--- src/rtl/core/plle_ram.sv ---
// Generic single-write, single-read synchronous RAM with registered read data.
// No dependencies.
`default_nettype none

module plle_ram #(
    parameter int WIDTH = 8,
    parameter int DEPTH = 16
) (
    input  wire logic                     aclk,
    input  wire logic                     we,
    input  wire logic [$clog2(DEPTH)-1:0] waddr,
    input  wire logic [WIDTH-1:0]         wdata,
    input  wire logic [$clog2(DEPTH)-1:0] raddr,
    output logic      [WIDTH-1:0]         rdata
);

    logic [WIDTH-1:0] mem [DEPTH];

    // write port and registered read port
    always_ff @(posedge aclk) begin
        if (we) begin
            mem[waddr] <= wdata;
        end
        rdata <= mem[raddr];
    end

endmodule

`default_nettype wire

--- config.mk ---
export PLATFORM = sky130hd
export DESIGN_NAME = plle_ram
export DESIGN_NICKNAME = d
export VERILOG_FILES = /design/src/rtl/core/plle_ram.sv
export SDC_FILE = /design/constraint.sdc
export NUM_CORES = 1
export LEC_CHECK = 0
export BUFFER_PORTS_ARGS = -buffer_cell sky130_fd_sc_hd__buf_4
export CAP_MARGIN = 30
export CORE_MARGIN = 3
export CORE_UTILIZATION = 45
export CTS_BUF_LIST = sky130_fd_sc_hd__clkbuf_16
export DETAILED_ROUTE_END_ITERATION = 7
export GPL_ROUTABILITY_DRIVEN = 0
export SETUP_SLACK_MARGIN = 0.3
export SYNTH_ARGS = -nofsm -noshare
export SYNTH_HDL_FRONTEND = slang
export SYNTH_SLANG_ARGS = --single-unit
--- constraint.sdc ---
create_clock -name aclk -period 4.62 [get_ports aclk]
set_input_delay 0.924 -clock aclk [delete_from_list [all_inputs] [get_ports aclk]]
set_output_delay 0.924 -clock aclk [all_outputs]
set_load 0.03 [all_outputs]
* Word level (Yosys, flattened, before mapping)
Memory sizes are Yosys's and may differ from the RTL's. A register that Yosys moved wholly into a read port is not among the register bits. Index checks and enable logic that the tools add are counted.
Word-level totals: flip-flop bits (word level) 0, bits in writable memories 128, output and inout port bits 8, memories kept 1
Memories:
- mem | depth 16, bits a word 8, read ports 1, clocked after Yosys merged registers in 1, write ports 1, RTL line 17 | logic [WIDTH-1:0] mem [DEPTH];
Cells by class: muxes and demuxes 2
Operators by type and width (number):
- 2-to-1 mux 1 bit | 2

* Logic depth before layout (Yosys ltp)
depth after elaboration 2, depth in mapped cells 5, depth with buffers taken out 3

* Worst setup path before layout
Ideal clock, no wire load.
kind input -> register, start point in waddr[2], end point mem mem[0][0] (enable), library setup time 0.383 ns, arrival time 2.034 ns, data required time 4.237 ns, path slack 2.203 ns, stages 2, buffers on the path 0, path through or3b_2 > nor3_1
RTL lines:
- start: declaration | RTL line 11 | input wire logic [$clog2(DEPTH)-1:0] waddr,
- end: declaration | RTL line 17
Straight into the memory's write port.

* Worst setup path after layout
start point in waddr[2], end point mem mem[2][0] (enable)
Straight into the memory's write port.

==> flow_metrics.py <==
metrics = {
    "grt": {
        "met1_usage": 0.239,
        "grt_pass1_vias": 2550,
        "grt_util_met3": 0.0401,
        "antenna_found_initial": 0,
        "grt.met2_usage": 0.256,
        "grt-busiest-layer": "met2",
        "track_usage": 0.171,
        "grt-ovfl-total": 0,
        "grt_pass1_wl_mm": 15.3,
        "grt_max_degree": 33,
    },
    "die": {
        "dieArea_mm2": 0.0128,
        "fp.dieH_um": 113,
        "initial_core_util": 0.467,
        "placementRows": 38,
        "die_width_um": 113,
        "io_pins": 26,
        "core_mm2": 0.0110,
    },
    "placed_design": {
        "placed_area_mm2": 0.00548,
        "place_inst": 390,
        "port_buffers": 25,
        "dpl.hpwl_mm": 6.32,
    },
    "power_and_ir_drop": {
        "power.density_mw_per_mm2": 470,
        "power_leakage_nw": 2.07,
        "ir_worst_vdd_mv": 0.289,
    },
    "worst_setup_path": {
        "worstSetupEndpointType": "flip-flop",
        "slowest_stage": "nor2_1",
        "rrSetupSlack_ps": 3210,
        "max_stage_delay_ps": 690,
        "critical-path-top-delay-family": "simple AND/OR/NAND/NOR gates",
        "start_kind": "input port",
        "cp.arrival_ps": 2250,
        "critical_path_buf_inv_count": 1,
        "path_cells": "buf_4 -> or3b_2 -> nor2_1",
        "worstPathMaxFanout": 8,
        "crit_type": "input port to flip-flop",
        "cp_data_required_time_ps": 4640,
    },
    "run_status": {
        "status": "complete, no violations",
    },
    "yosys": {
        "syn_area_per_cell_um2": 22.5,
        "synth.distinct_cells": 19,
        "yosys.area.top_type": "edfxtp_1",
        "yosys_warnings": 0,
        "synthCells": 229,
        "synth_commonest_cells": "128 x edfxtp_1, 18 x mux4_2, 16 x a22oi_1",
        "synth_top_area_frac": 0.747,
        "netlist_area_mm2": 0.00515,
        "ys_seq_area_frac": 0.778,
        "synth-edff-count": 128,
        "ys_async_sr_fraction": 0,
        "ys_seq_elements": 136,
        "synth_top_flop_cell": "edfxtp_1",
        "synth_most_common_cell": "edfxtp_1",
        "synth.net_count": 247,
        "synth_area_leaders": "edfxtp_1 75%, mux4_2 7.9%, mux4_1 7.1%",
    },
    "clocking": {
        "post_cts_buffers": 0,
        "clock_path_buffers": 2,
        "root_buffer": "clkbuf_16",
        "cts_max_level": 4,
        "cts.repair.resized": 0,
        "clk_latency_ps": 410,
        "cts.sinks": 136,
        "ctsHoldBuffers": 0,
        "clk_pin_slew_ps": 60,
        "cts_tree": "yes",
        "cts_buffers": 17,
    },
    "cells_and_area": {
        "drive_gt1_frac": 0.301,
        "fin_cells": 426,
        "area_growth_pct": 18.9,
        "final_area_mm2": 0.00612,
        "n_antenna_cell": 0,
        "fin_nets": 292,
    },
    "sta": {
        "max_slew_margin": 0.352,
        "tns_ps": 0,
        "min_period_ps": 2230,
        "achievable-frequency_ghz": 0.449,
        "tightest_slew_ps": 968,
        "skew_ps": 15.4,
        "period_share": 0.482,
        "hold_ws_ps": 671,
        "hold_viol_final": 0,
        "setup_violations": 0,
        "slew_viol_final": 0,
        "grt_setup_unrepaired": "no",
    },
    "job": {
        "cap_violations": 0,
    },
    "route": {
        "drtAntennaViolNets": 0,
        "drt_iter0_drc": 197,
        "drc": 0,
        "dr.pass1.iters": 4,
        "finalWirelength_mm": 10.2,
        "vias": 2456,
        "routedWlPerCell_um": 24.0,
        "via_per_inst": 5.77,
    },
    "worst_hold_path": {
        "min_path_type": "flip-flop to flip-flop",
    },
}
[stage by stage]
stage	worst slack [ps]	util	total power, W
finish	2390	0.555	0.00288
global route	2290	0.555	0.00297
CTS	2190	0.551	0.00290
detailed placement	1770	0.497	0.00156
global placement	1880	0.494	0.00156
floorplan	2200	-	0.00150
[state kept, by name, indices dropped and copies added (netlist names)]
register  flops
rdata         8
mem         128
[path summary, 6_finish.rpt]
| path | start | end | cells past startpoint |
|---|---|---|---|
| worst max-delay path | waddr[2] | mem[2][0] | 3 |
| worst min-delay path | mem[15][0] | rdata[0] | 3 |
| worst max register to register | mem[1][2] | rdata[2] | 3 |
| worst min register to register | mem[15][0] | rdata[0] | 3 |
[worst min-delay path, stage by stage, from the launching register on]
cell,delay [ps]
edfxtp_1,310
mux4_2,220
a22oi_1,60
nand2_1,60
[layout by cell type, fill, tap and decap left out, types with 2 or more instances in the layout]
| cell | n |
|---|---|
| clkbuf_16 | 17 |
| inv_6 | 2 |
| bufinv_16 | 3 |
| edfxtp_1 | 128 |
| clkinv_2 | 3 |
| nand3b_1 | 2 |
| a22oi_1 | 16 |
| mux4_1 | 14 |
| buf_4 | 31 |
| buf_6 | 4 |
| nor2_1 | 13 |
| nand2b_1 | 2 |
| clkinv_4 | 5 |
| nor3_1 | 4 |
| nand2_1 | 9 |
| dfxtp_1 | 8 |
| mux4_2 | 18 |
[metal layers]
| metal | vias up | share of wire |
|---|---|---|
| met4 | 0 | 0.020 |
| met3 | 13 | 0.046 |
| met1 | 1302 | 0.45 |
| met2 | 78 | 0.49 |
| met5 | - | 0 |
| li1 | 1063 | - |
[report_power, final]
group,switching [W],internal (W),leakage (nW)
clock,0.000493,0.000849,0.293
sequential,0.00000792,0.00138,1.22
combinational,0.0000866,0.0000599,0.553
total,0.000588,0.00229,2.07
[kinds of logic after synthesis]
family / Yosys count / synth area share
multiplexers: 32 / 0.150
AND/OR/NAND/NOR: 35 / 0.0318
AO/OA/AOI/OAI: 16 / 0.0233
buffers and inverters: 10 / 0.0168
flip-flops: 136 / 0.778
[final cells by class]
type                    instances  area [um2]
repair buffers                 36         283
fillers                       848        4910
well taps                     140         175
flip-flops and latches        136        4000
clock buffers                  17         425
multi-input cells              83        1060
clock inverters                14         174
Note: power is estimated with default switching activity, not from simulation.
