[src/rtl/core/plle_pkg.sv]
// Shared types, codes and helpers for the pooled linked list engine.
// No dependencies; plle_ctrl and the top level in rtl/core import this package.
`default_nettype none

package plle_pkg;

    // Node pool size; links are 11-bit signed, so at most 1024 nodes are addressable
    localparam int POOL_NODES = 1024;
    localparam int POOL_CAP   = (POOL_NODES < 1024) ? POOL_NODES : 1024;

    localparam int IDX_W      = $clog2(POOL_CAP);       // pool address width
    localparam int CNT_W      = $clog2(POOL_CAP + 1);   // holds 0 .. POOL_CAP
    localparam int LINK_W     = 11;
    localparam int VAL_W      = 64;
    localparam int NIDX_W     = 10;
    localparam int KIND_W     = 2;
    localparam int STAT_W     = 2;

    typedef logic [IDX_W-1:0]         idx_t;
    typedef logic [CNT_W-1:0]         cnt_t;
    typedef logic signed [LINK_W-1:0] link_t;
    typedef logic [VAL_W-1:0]         val_t;
    typedef logic [KIND_W-1:0]        kind_t;
    typedef logic [STAT_W-1:0]        stat_t;

    // End-of-list / head marker
    localparam link_t LINK_NONE = {LINK_W{1'b1}};

    // Item kinds
    localparam kind_t KIND_BEGIN  = 2'd0;
    localparam kind_t KIND_LOAD   = 2'd1;
    localparam kind_t KIND_REMOVE = 2'd2;
    localparam kind_t KIND_INSERT = 2'd3;

    // Result status codes
    localparam stat_t ST_OK     = 2'd0;
    localparam stat_t ST_FULL   = 2'd1;
    localparam stat_t ST_NONODE = 2'd2;

    typedef struct packed {
        kind_t kind;
        link_t pos;
        val_t  payload;
        link_t link;
    } item_t;

    typedef struct packed {
        val_t              removed_value;
        logic [NIDX_W-1:0] new_index;
        stat_t             status;
    } res_t;

    // One-port-write / one-port-read request to a node RAM
    typedef struct packed {
        logic  we;
        idx_t  waddr;
        link_t wdata;
        idx_t  raddr;
    } lnk_req_t;

    typedef struct packed {
        logic  we;
        idx_t  waddr;
        val_t  wdata;
        idx_t  raddr;
    } val_req_t;

    // A link names an existing node when it is non-negative and below the used count
    function automatic logic is_node(link_t i, cnt_t cnt);
        is_node = !i[LINK_W-1] && (LINK_W'(i[NIDX_W-1:0]) < LINK_W'(cnt));
    endfunction

endpackage

`default_nettype wire

[src/rtl/core/plle_ctrl.sv]
// Item sequencer: reads, modifies and writes back the node RAMs, keeps head and count.
// Depends on plle_pkg; drives the value and link RAMs instantiated in the top level.
`default_nettype none

module plle_ctrl
    import plle_pkg::*;
(
    input  wire logic     aclk,
    input  wire logic     aresetn,
    // item transfer in
    input  wire logic     in_valid,
    output logic          in_ready,
    input  wire item_t    in_item,
    // result transfer out
    output logic          res_valid,
    input  wire logic     res_ready,
    output res_t          res,
    // node RAM access
    output lnk_req_t      lnk_req,
    input  wire link_t    lnk_rdata,
    output val_req_t      val_req,
    input  wire val_t     val_rdata
);

    localparam logic [2:0] S_IDLE = 3'd0;
    localparam logic [2:0] S_DEC  = 3'd1;
    localparam logic [2:0] S_RD1  = 3'd2;
    localparam logic [2:0] S_RD2  = 3'd3;
    localparam logic [2:0] S_INS  = 3'd4;
    localparam logic [2:0] S_INS2 = 3'd5;
    localparam logic [2:0] S_RESP = 3'd6;

    logic [2:0] state_reg, state_next;
    item_t      item_reg, item_next;
    link_t      head_reg, head_next;
    cnt_t       cnt_reg, cnt_next;
    res_t       res_reg, res_next;

    logic pos_is_head, pos_ok, full;
    idx_t slot, pos_idx;

    assign pos_is_head = (item_reg.pos == LINK_NONE);
    assign pos_ok      = is_node(item_reg.pos, cnt_reg);
    assign full        = (cnt_reg == CNT_W'(POOL_CAP));
    assign slot        = cnt_reg[IDX_W-1:0];
    assign pos_idx     = item_reg.pos[IDX_W-1:0];

    assign in_ready  = (state_reg == S_IDLE);
    assign res_valid = (state_reg == S_RESP);
    assign res       = res_reg;

    // Sequencer. Only one item is in flight and no read is issued in the same
    // cycle as a write, so RAM accesses never overlap.
    always_comb begin
        state_next = state_reg;
        item_next  = item_reg;
        head_next  = head_reg;
        cnt_next   = cnt_reg;
        res_next   = res_reg;
        lnk_req    = '0;
        val_req    = '0;

        unique case (state_reg)
            S_IDLE: begin
                if (in_valid) begin
                    item_next  = in_item;
                    state_next = S_DEC;
                end
            end

            S_DEC: begin
                case (item_reg.kind)
                    KIND_BEGIN: begin
                        head_next  = item_reg.pos;
                        cnt_next   = '0;
                        state_next = S_IDLE;
                    end
                    KIND_LOAD: begin
                        if (full) begin
                            res_next   = '{removed_value: '0, new_index: '0, status: ST_FULL};
                            state_next = S_RESP;
                        end else begin
                            lnk_req.we    = 1'b1;
                            lnk_req.waddr = slot;
                            lnk_req.wdata = item_reg.link;
                            val_req.we    = 1'b1;
                            val_req.waddr = slot;
                            val_req.wdata = item_reg.payload;
                            cnt_next      = cnt_reg + CNT_W'(1);
                            state_next    = S_IDLE;
                        end
                    end
                    KIND_REMOVE: begin
                        if (pos_is_head && is_node(head_reg, cnt_reg)) begin
                            // victim is the head node: fetch its link and value
                            lnk_req.raddr = head_reg[IDX_W-1:0];
                            val_req.raddr = head_reg[IDX_W-1:0];
                            state_next    = S_RD2;
                        end else if (!pos_is_head && pos_ok) begin
                            lnk_req.raddr = pos_idx;
                            state_next    = S_RD1;
                        end else begin
                            res_next   = '{removed_value: '0, new_index: '0, status: ST_NONODE};
                            state_next = S_RESP;
                        end
                    end
                    default: begin
                        // insert after
                        if (full) begin
                            res_next   = '{removed_value: '0, new_index: '0, status: ST_FULL};
                            state_next = S_RESP;
                        end else if (pos_is_head) begin
                            lnk_req.we    = 1'b1;
                            lnk_req.waddr = slot;
                            lnk_req.wdata = head_reg;
                            val_req.we    = 1'b1;
                            val_req.waddr = slot;
                            val_req.wdata = item_reg.payload;
                            head_next     = LINK_W'(slot);
                            cnt_next      = cnt_reg + CNT_W'(1);
                            res_next      = '{removed_value: '0, new_index: NIDX_W'(slot),
                                              status: ST_OK};
                            state_next    = S_RESP;
                        end else if (pos_ok) begin
                            lnk_req.raddr = pos_idx;
                            state_next    = S_INS;
                        end else begin
                            res_next   = '{removed_value: '0, new_index: '0, status: ST_NONODE};
                            state_next = S_RESP;
                        end
                    end
                endcase
            end

            // link of position arrived: it names the victim
            S_RD1: begin
                if (is_node(lnk_rdata, cnt_reg)) begin
                    lnk_req.raddr = lnk_rdata[IDX_W-1:0];
                    val_req.raddr = lnk_rdata[IDX_W-1:0];
                    state_next    = S_RD2;
                end else begin
                    res_next   = '{removed_value: '0, new_index: '0, status: ST_NONODE};
                    state_next = S_RESP;
                end
            end

            // victim link and value arrived: bypass the victim
            S_RD2: begin
                if (pos_is_head) begin
                    head_next = lnk_rdata;
                end else begin
                    lnk_req.we    = 1'b1;
                    lnk_req.waddr = pos_idx;
                    lnk_req.wdata = lnk_rdata;
                end
                res_next   = '{removed_value: val_rdata, new_index: '0, status: ST_OK};
                state_next = S_RESP;
            end

            // new node takes over the successor of position
            S_INS: begin
                lnk_req.we    = 1'b1;
                lnk_req.waddr = slot;
                lnk_req.wdata = lnk_rdata;
                val_req.we    = 1'b1;
                val_req.waddr = slot;
                val_req.wdata = item_reg.payload;
                state_next    = S_INS2;
            end

            // position now points at the new node
            S_INS2: begin
                lnk_req.we    = 1'b1;
                lnk_req.waddr = pos_idx;
                lnk_req.wdata = LINK_W'(slot);
                cnt_next      = cnt_reg + CNT_W'(1);
                res_next      = '{removed_value: '0, new_index: NIDX_W'(slot), status: ST_OK};
                state_next    = S_RESP;
            end

            S_RESP: begin
                if (res_ready) begin
                    state_next = S_IDLE;
                end
            end

            default: begin
                state_next = S_IDLE;
            end
        endcase
    end

    // control state
    always_ff @(posedge aclk) begin
        if (!aresetn) begin
            state_reg <= S_IDLE;
            head_reg  <= LINK_NONE;
            cnt_reg   <= '0;
        end else begin
            state_reg <= state_next;
            head_reg  <= head_next;
            cnt_reg   <= cnt_next;
        end
    end

    // item and result payload
    always_ff @(posedge aclk) begin
        item_reg <= item_next;
        res_reg  <= res_next;
    end

    // count never passes the pool size
    a_cnt_cap: assert property (@(posedge aclk) disable iff (!aresetn)
        cnt_reg <= CNT_W'(POOL_CAP))
        else $error("used count above pool size");

    // link writes only touch existing nodes or the next free slot
    a_lnk_waddr: assert property (@(posedge aclk) disable iff (!aresetn)
        lnk_req.we |-> (CNT_W'(lnk_req.waddr) <= cnt_reg))
        else $error("link write beyond used nodes");

    // one item at a time: no new transfer right after one is taken
    a_one_item: assert property (@(posedge aclk) disable iff (!aresetn)
        in_valid && in_ready |=> !in_ready)
        else $error("second item accepted while busy");

    // a held result stays put until it is taken
    a_res_hold: assert property (@(posedge aclk) disable iff (!aresetn)
        res_valid && !res_ready |=> res_valid && $stable(res_reg))
        else $error("pending result changed");

endmodule

`default_nettype wire

[config.mk]
export PLATFORM = sky130hd
export DESIGN_NAME = plle_ctrl
export DESIGN_NICKNAME = d
export VERILOG_FILES = /design/src/rtl/core/plle_pkg.sv /design/src/rtl/core/plle_ctrl.sv
export SDC_FILE = /design/constraint.sdc
export NUM_CORES = 1
export LEC_CHECK = 0
export BUFFER_PORTS_ARGS = -buffer_cell sky130_fd_sc_hd__buf_4
export CAP_MARGIN = 20
export CORE_MARGIN = 2
export CORE_UTILIZATION = 25
export CTS_CLUSTER_SIZE = 30
export DETAILED_ROUTE_END_ITERATION = 16
export PLACE_DENSITY = 0.52
export SETUP_SLACK_MARGIN = 0.3
export SLEW_MARGIN = 10
export SYNTH_ARGS = -nofsm -noshare
export SYNTH_HDL_FRONTEND = slang
export SYNTH_SLANG_ARGS = --single-unit
[constraint.sdc]
create_clock -name aclk -period 9.4 [get_ports aclk]
set_input_delay 1.41 -clock aclk [delete_from_list [all_inputs] [get_ports aclk]]
set_output_delay 1.41 -clock aclk [all_outputs]
set_load 0.02 [all_outputs]
# Word level (Yosys, flattened, before mapping)
# Cells that the tools add are included.
# Widths: inputs -> output; s select.
[op_classes]
n_reduce_logical = 23
n_lt_le_gt_ge = 3
eq_ne = 25
muxes = 51
add_sub_neg = 1
[op_table]
columns = ["cell", "count"]
rows = [
  ["$mux 76", 7],
  ["$pmux 76 s4", 1],
  ["$pmux 75 s2", 2],
  ["$pmux 76 s3", 1],
  ["$mux 75", 3],
  ["$pmux 22 s4", 1],
  ["$mux 10", 7],
  ["$mux 11", 6],
  ["$mux 22", 3],
  ["$pmux 11 s2", 3],
  ["$pmux 10 s2", 3],
  ["$pmux 22 s2", 1],
  ["$lt 11x11->1", 3],
  ["$pmux 11 s3", 1],
  ["$mux 32", 1],
  ["$mux 3", 8],
  ["$pmux 3 s6", 1],
  ["$ne 2x2->1 const B", 6],
  ["$ne 3x3->1 const B", 4],
  ["$add 11x1->11 const B", 1],
  ["$eq 11x1->1 const B", 1],
  ["$eq 11x11->1 const B", 1],
  ["$reduce_and 5->1", 2],
  ["$eq 3x3->1 const B", 3],
  ["other kinds (19)", 33],
]
[word_totals]
wordCells = 113
reg_bits = 189
out_inout_bits = 195
in_bits = 167

# Logic depth before layout (Yosys ltp)
[depth]
word_depth = 7
ltp_mapped = 11

# Worst setup path after synthesis
# Ideal clock, no wire load.
[synth_path]
kind = "input to register"
startpoint = "input lnk_rdata[9]"
endpoint = "register res_reg (netlist bit res[0]) (enable)"
arrival_ps = 7872
path_slack_ps = 895
n_path_buf = 0
t_required_ps = 8767
cell_stages = 7
setup_ps = 633
cell_sequence = "ha_1 and4_1 and2_0 a221oi_1 nor2b_1 nor2_1 a221oi_1"
[synth_via]
elab_chain_len = 4
[synth_rtl]
columns = ["element", "line_no", "rtl"]
rows = [
  ["start, declared", "plle_ctrl.sv:20", "input wire link_t lnk_rdata,"],
  ["$lt 11x11->1", "plle_pkg.sv:70", "is_node = !i[LINK_W-1] && (LINK_W'(i[NIDX_W-1:0]) < LINK_W'(cnt));"],
  ["$logic_and 1x1->1", "plle_pkg.sv:70", ""],
  ["$ne 2x2->1 (no line)", "n/a", ""],
  ["$reduce_and 7->1 (no line)", "n/a", ""],
  ["end signal, assigned", "plle_ctrl.sv:209", "res_reg <= res_next;"],
  ["end, declared", "plle_ctrl.sv:37", "res_t res_reg, res_next;"],
]
# No other way between the ends.
# A chain may end at the register's enable or synchronous reset.

==> reports/metrics.yaml <==
cp_max_fo: 65
tightest_slew_ns: 1.11
gp_congestion: 0.870
worstSetupStartpointType: "flop"
synth_edf_count: 164
grt_pass1_vias: 7125
ys_top_cells_by_count: "164 x edfxtp_1, 69 x and2_1, 66 x and3_1"
h-tree-depth: 4
crit_arrival_ns: 3.94
viasPerCell: 4.74
drive_gt1_share_pct: 37.8
syn-num-nets: 951
ys_ff_latch: 189
powerDensity_nw_per_um2: 248
die_area_um2: 37700
synthSimpleGateAreaFrac_pct: 17.1
ir_drop_mv: 0.146
p_leak_nw: 5.59
holdCritPathClass: "reg -> reg"
antenna_found_initial: 3
drtIter0Drc: 477
period_share_pct: 56.9
clk_latency_ns: 0.45
clock_skew_ns: 0.0134
numCtsBuffers: 17
slew_headroom_pct: 26.2
drtAntennaViolNets: 0
wire_per_inst_um: 20.8
clock.fmax_ghz: 0.187
die-width_um: 194
crit_required_ns: 7.99
report.final.slew_viol_count: 0
period_minus_slack_ns: 5.35
yosysSeqAreaShare_pct: 60.0
grt_start_max_net_pins: 83
io_pins: 362
synth_cells: 748
total_power_mw: 3.18
avgSynthCellArea_um2: 12.1
grt_pass1_wl_um: 46800
cts.clk_slew.worst_paths_ns: 0.08
port_buffers: 361
initial_core_util_pct: 25.4
core_area_um2: 35600
die_y_um: 194
cts_tree: "done"
yosys.area.top_type: "edfxtp_1"
rows: 69
wl_um: 32600
synth_flop_cell: "edfxtp_1"
finalSetupTns_ns: 0
grt_overflow_total: 0
setup_violations: 0
maxCapViolations: 0
postCtsHoldBufs: 0
drc_errors: 0
outcome: "finished, final reports clean"
hold_viol_final: 0
nFillCells: 3649
ctsResizeCount: 0
synth_most_common_cell: "edfxtp_1"
clock_sinks: 189
ctsLongestPathBuffers: 2
dpl.hpwl_um: 23900
rsz0062_at_grt: "false"
cp-end-kind: "primary output"
synthAdderAreaFrac_pct: 4.98
critPathKind: "reg -> out"
track_usage_pct: 16.7
synthMuxAreaShare_pct: 2.22
num_vias: 7438
yosysTopAreaCellShare_pct: 54.5
synth-compound-area-share_pct: 11.8
ys_async_sr_fraction_pct: 0
synth_top_family_by_area: "simple AND/OR/NAND/NOR gates"
yosys_warnings: 0
post-cts-setup-buffers: 0
netlist-cell-type-count: 54
drtPass1Iterations: 5
largest_reg_flops: 88
cts_root_buf: "clkbuf_16"
syn_to_final_growth_pct: 42.0
syn-cell-area_um2: 9040
num-nets-final: 1298
yosys-top-cells-area: "edfxtp_1 55%, dfxtp_1 5.5%, ha_1 5.0%, and2_1 4.8%, and3_1 4.6%"
synth-xor-area-share_pct: 0.582
-- critical path, cell delays in order, from the launching register on --
cell and delay [ns]:
dfxtp_1 0.42, inv_1 0.27, ha_1 0.20, nor2b_1 0.18, and3_2 0.29, or3_1 0.47, and2_4 0.39, clkinv_2 0.59
and2_1 0.46, buf_4 0.17
-- final cells by class --
type                    instances  area (um^2)  share of cell area [%]
clock inverters                12          111                   0.868
inverters                      20         76.3                   0.595
repair buffers                372         2790                    21.8
well taps                     461          577                    4.50
diodes                          1         2.50                  0.0195
clock buffers                  20          500                    3.90
multi-input cells             495         3340                    26.1
flip-flops and latches        189         5430                    42.3
-- cells in the final DEF, fill, tap and decap left out, types with 3 or more instances in the layout --
| master | n |
|---|---|
| nor2_1 | 48 |
| nand2_1 | 36 |
| a31oi_1 | 3 |
| nand2b_1 | 5 |
| or3_1 | 8 |
| and2_1 | 68 |
| clkbuf_16 | 20 |
| mux2i_1 | 20 |
| a22o_1 | 20 |
| a22oi_1 | 9 |
| clkinv_4 | 3 |
| a221oi_1 | 3 |
| dfxtp_1 | 24 |
| nand4_1 | 7 |
| edfxtp_1 | 164 |
| a211oi_1 | 7 |
| nor2b_1 | 4 |
| a21oi_1 | 32 |
| buf_4 | 372 |
| xnor2_1 | 6 |
| inv_1 | 19 |
| and3_1 | 66 |
| inv_8 | 3 |
| nor3_1 | 9 |
| nand3_1 | 9 |
| and4_1 | 3 |
| a21o_1 | 17 |
| o21ai_0 | 35 |
| ha_1 | 36 |
| o211ai_1 | 12 |
-- where the power goes --
part | switching, mW | internal, mW
Clock | 0.359 | 0.397
Combinational | 0.734 | 0.415
Sequential | 0.102 | 1.17
-- per-layer routing --
metal | up-vias | GRT usage, % | part of all wire (%)
li1 | 3489 | - | -
met1 | 3610 | 21.2 | 43
met2 | 299 | 27.5 | 48
met3 | 36 | 4.89 | 6.8
met4 | 4 | 5.05 | 2.1
met5 | - | 0 | 0.071
-- through the flow --
| stage | worst slack (ns) | cell area (um^2) | hold slack [ns] | utilization (%) | std cells |
|---|---|---|---|---|---|
| finish | 4.05 | 12800 | 0.520 | 36.1 | 1570 |
| global route | 3.80 | 12800 | 0.551 | 36.1 | 1569 |
| CTS | 4.00 | 12800 | 0.513 | 36.0 | 1567 |
| detailed placement | 4.14 | 12200 | 0.502 | 34.3 | 1535 |
| global placement | 4.24 | 12200 | 0.483 | 34.3 | 1535 |
| floorplan | 0.895 | 9040 | 0.459 | - | 748 |
-- cells by family (layout without fill, tap and decap cells) --
family                     Yosys count  count (layout)
buffers and inverters               64             424
and+or+nand+nor                    277             277
muxes                               20              20
other                                0               1
AOI/OAI and AO/OA                  156             156
DFF                                189             189
adders and majority gates           36              36
xor gates and xnor gates             6               6
-- worst paths after layout --
check,to,cells after the start,start,slack (ns)
setup / recovery,val_req[53],9,cnt_reg[0],4.05
hold / removal,cnt_reg[10],2,cnt_reg[10],0.52
setup reg to reg,res[10],8,cnt_reg[6],5.84
hold reg to reg,cnt_reg[10],2,cnt_reg[10],0.52
(Power assumes the default switching activity.)
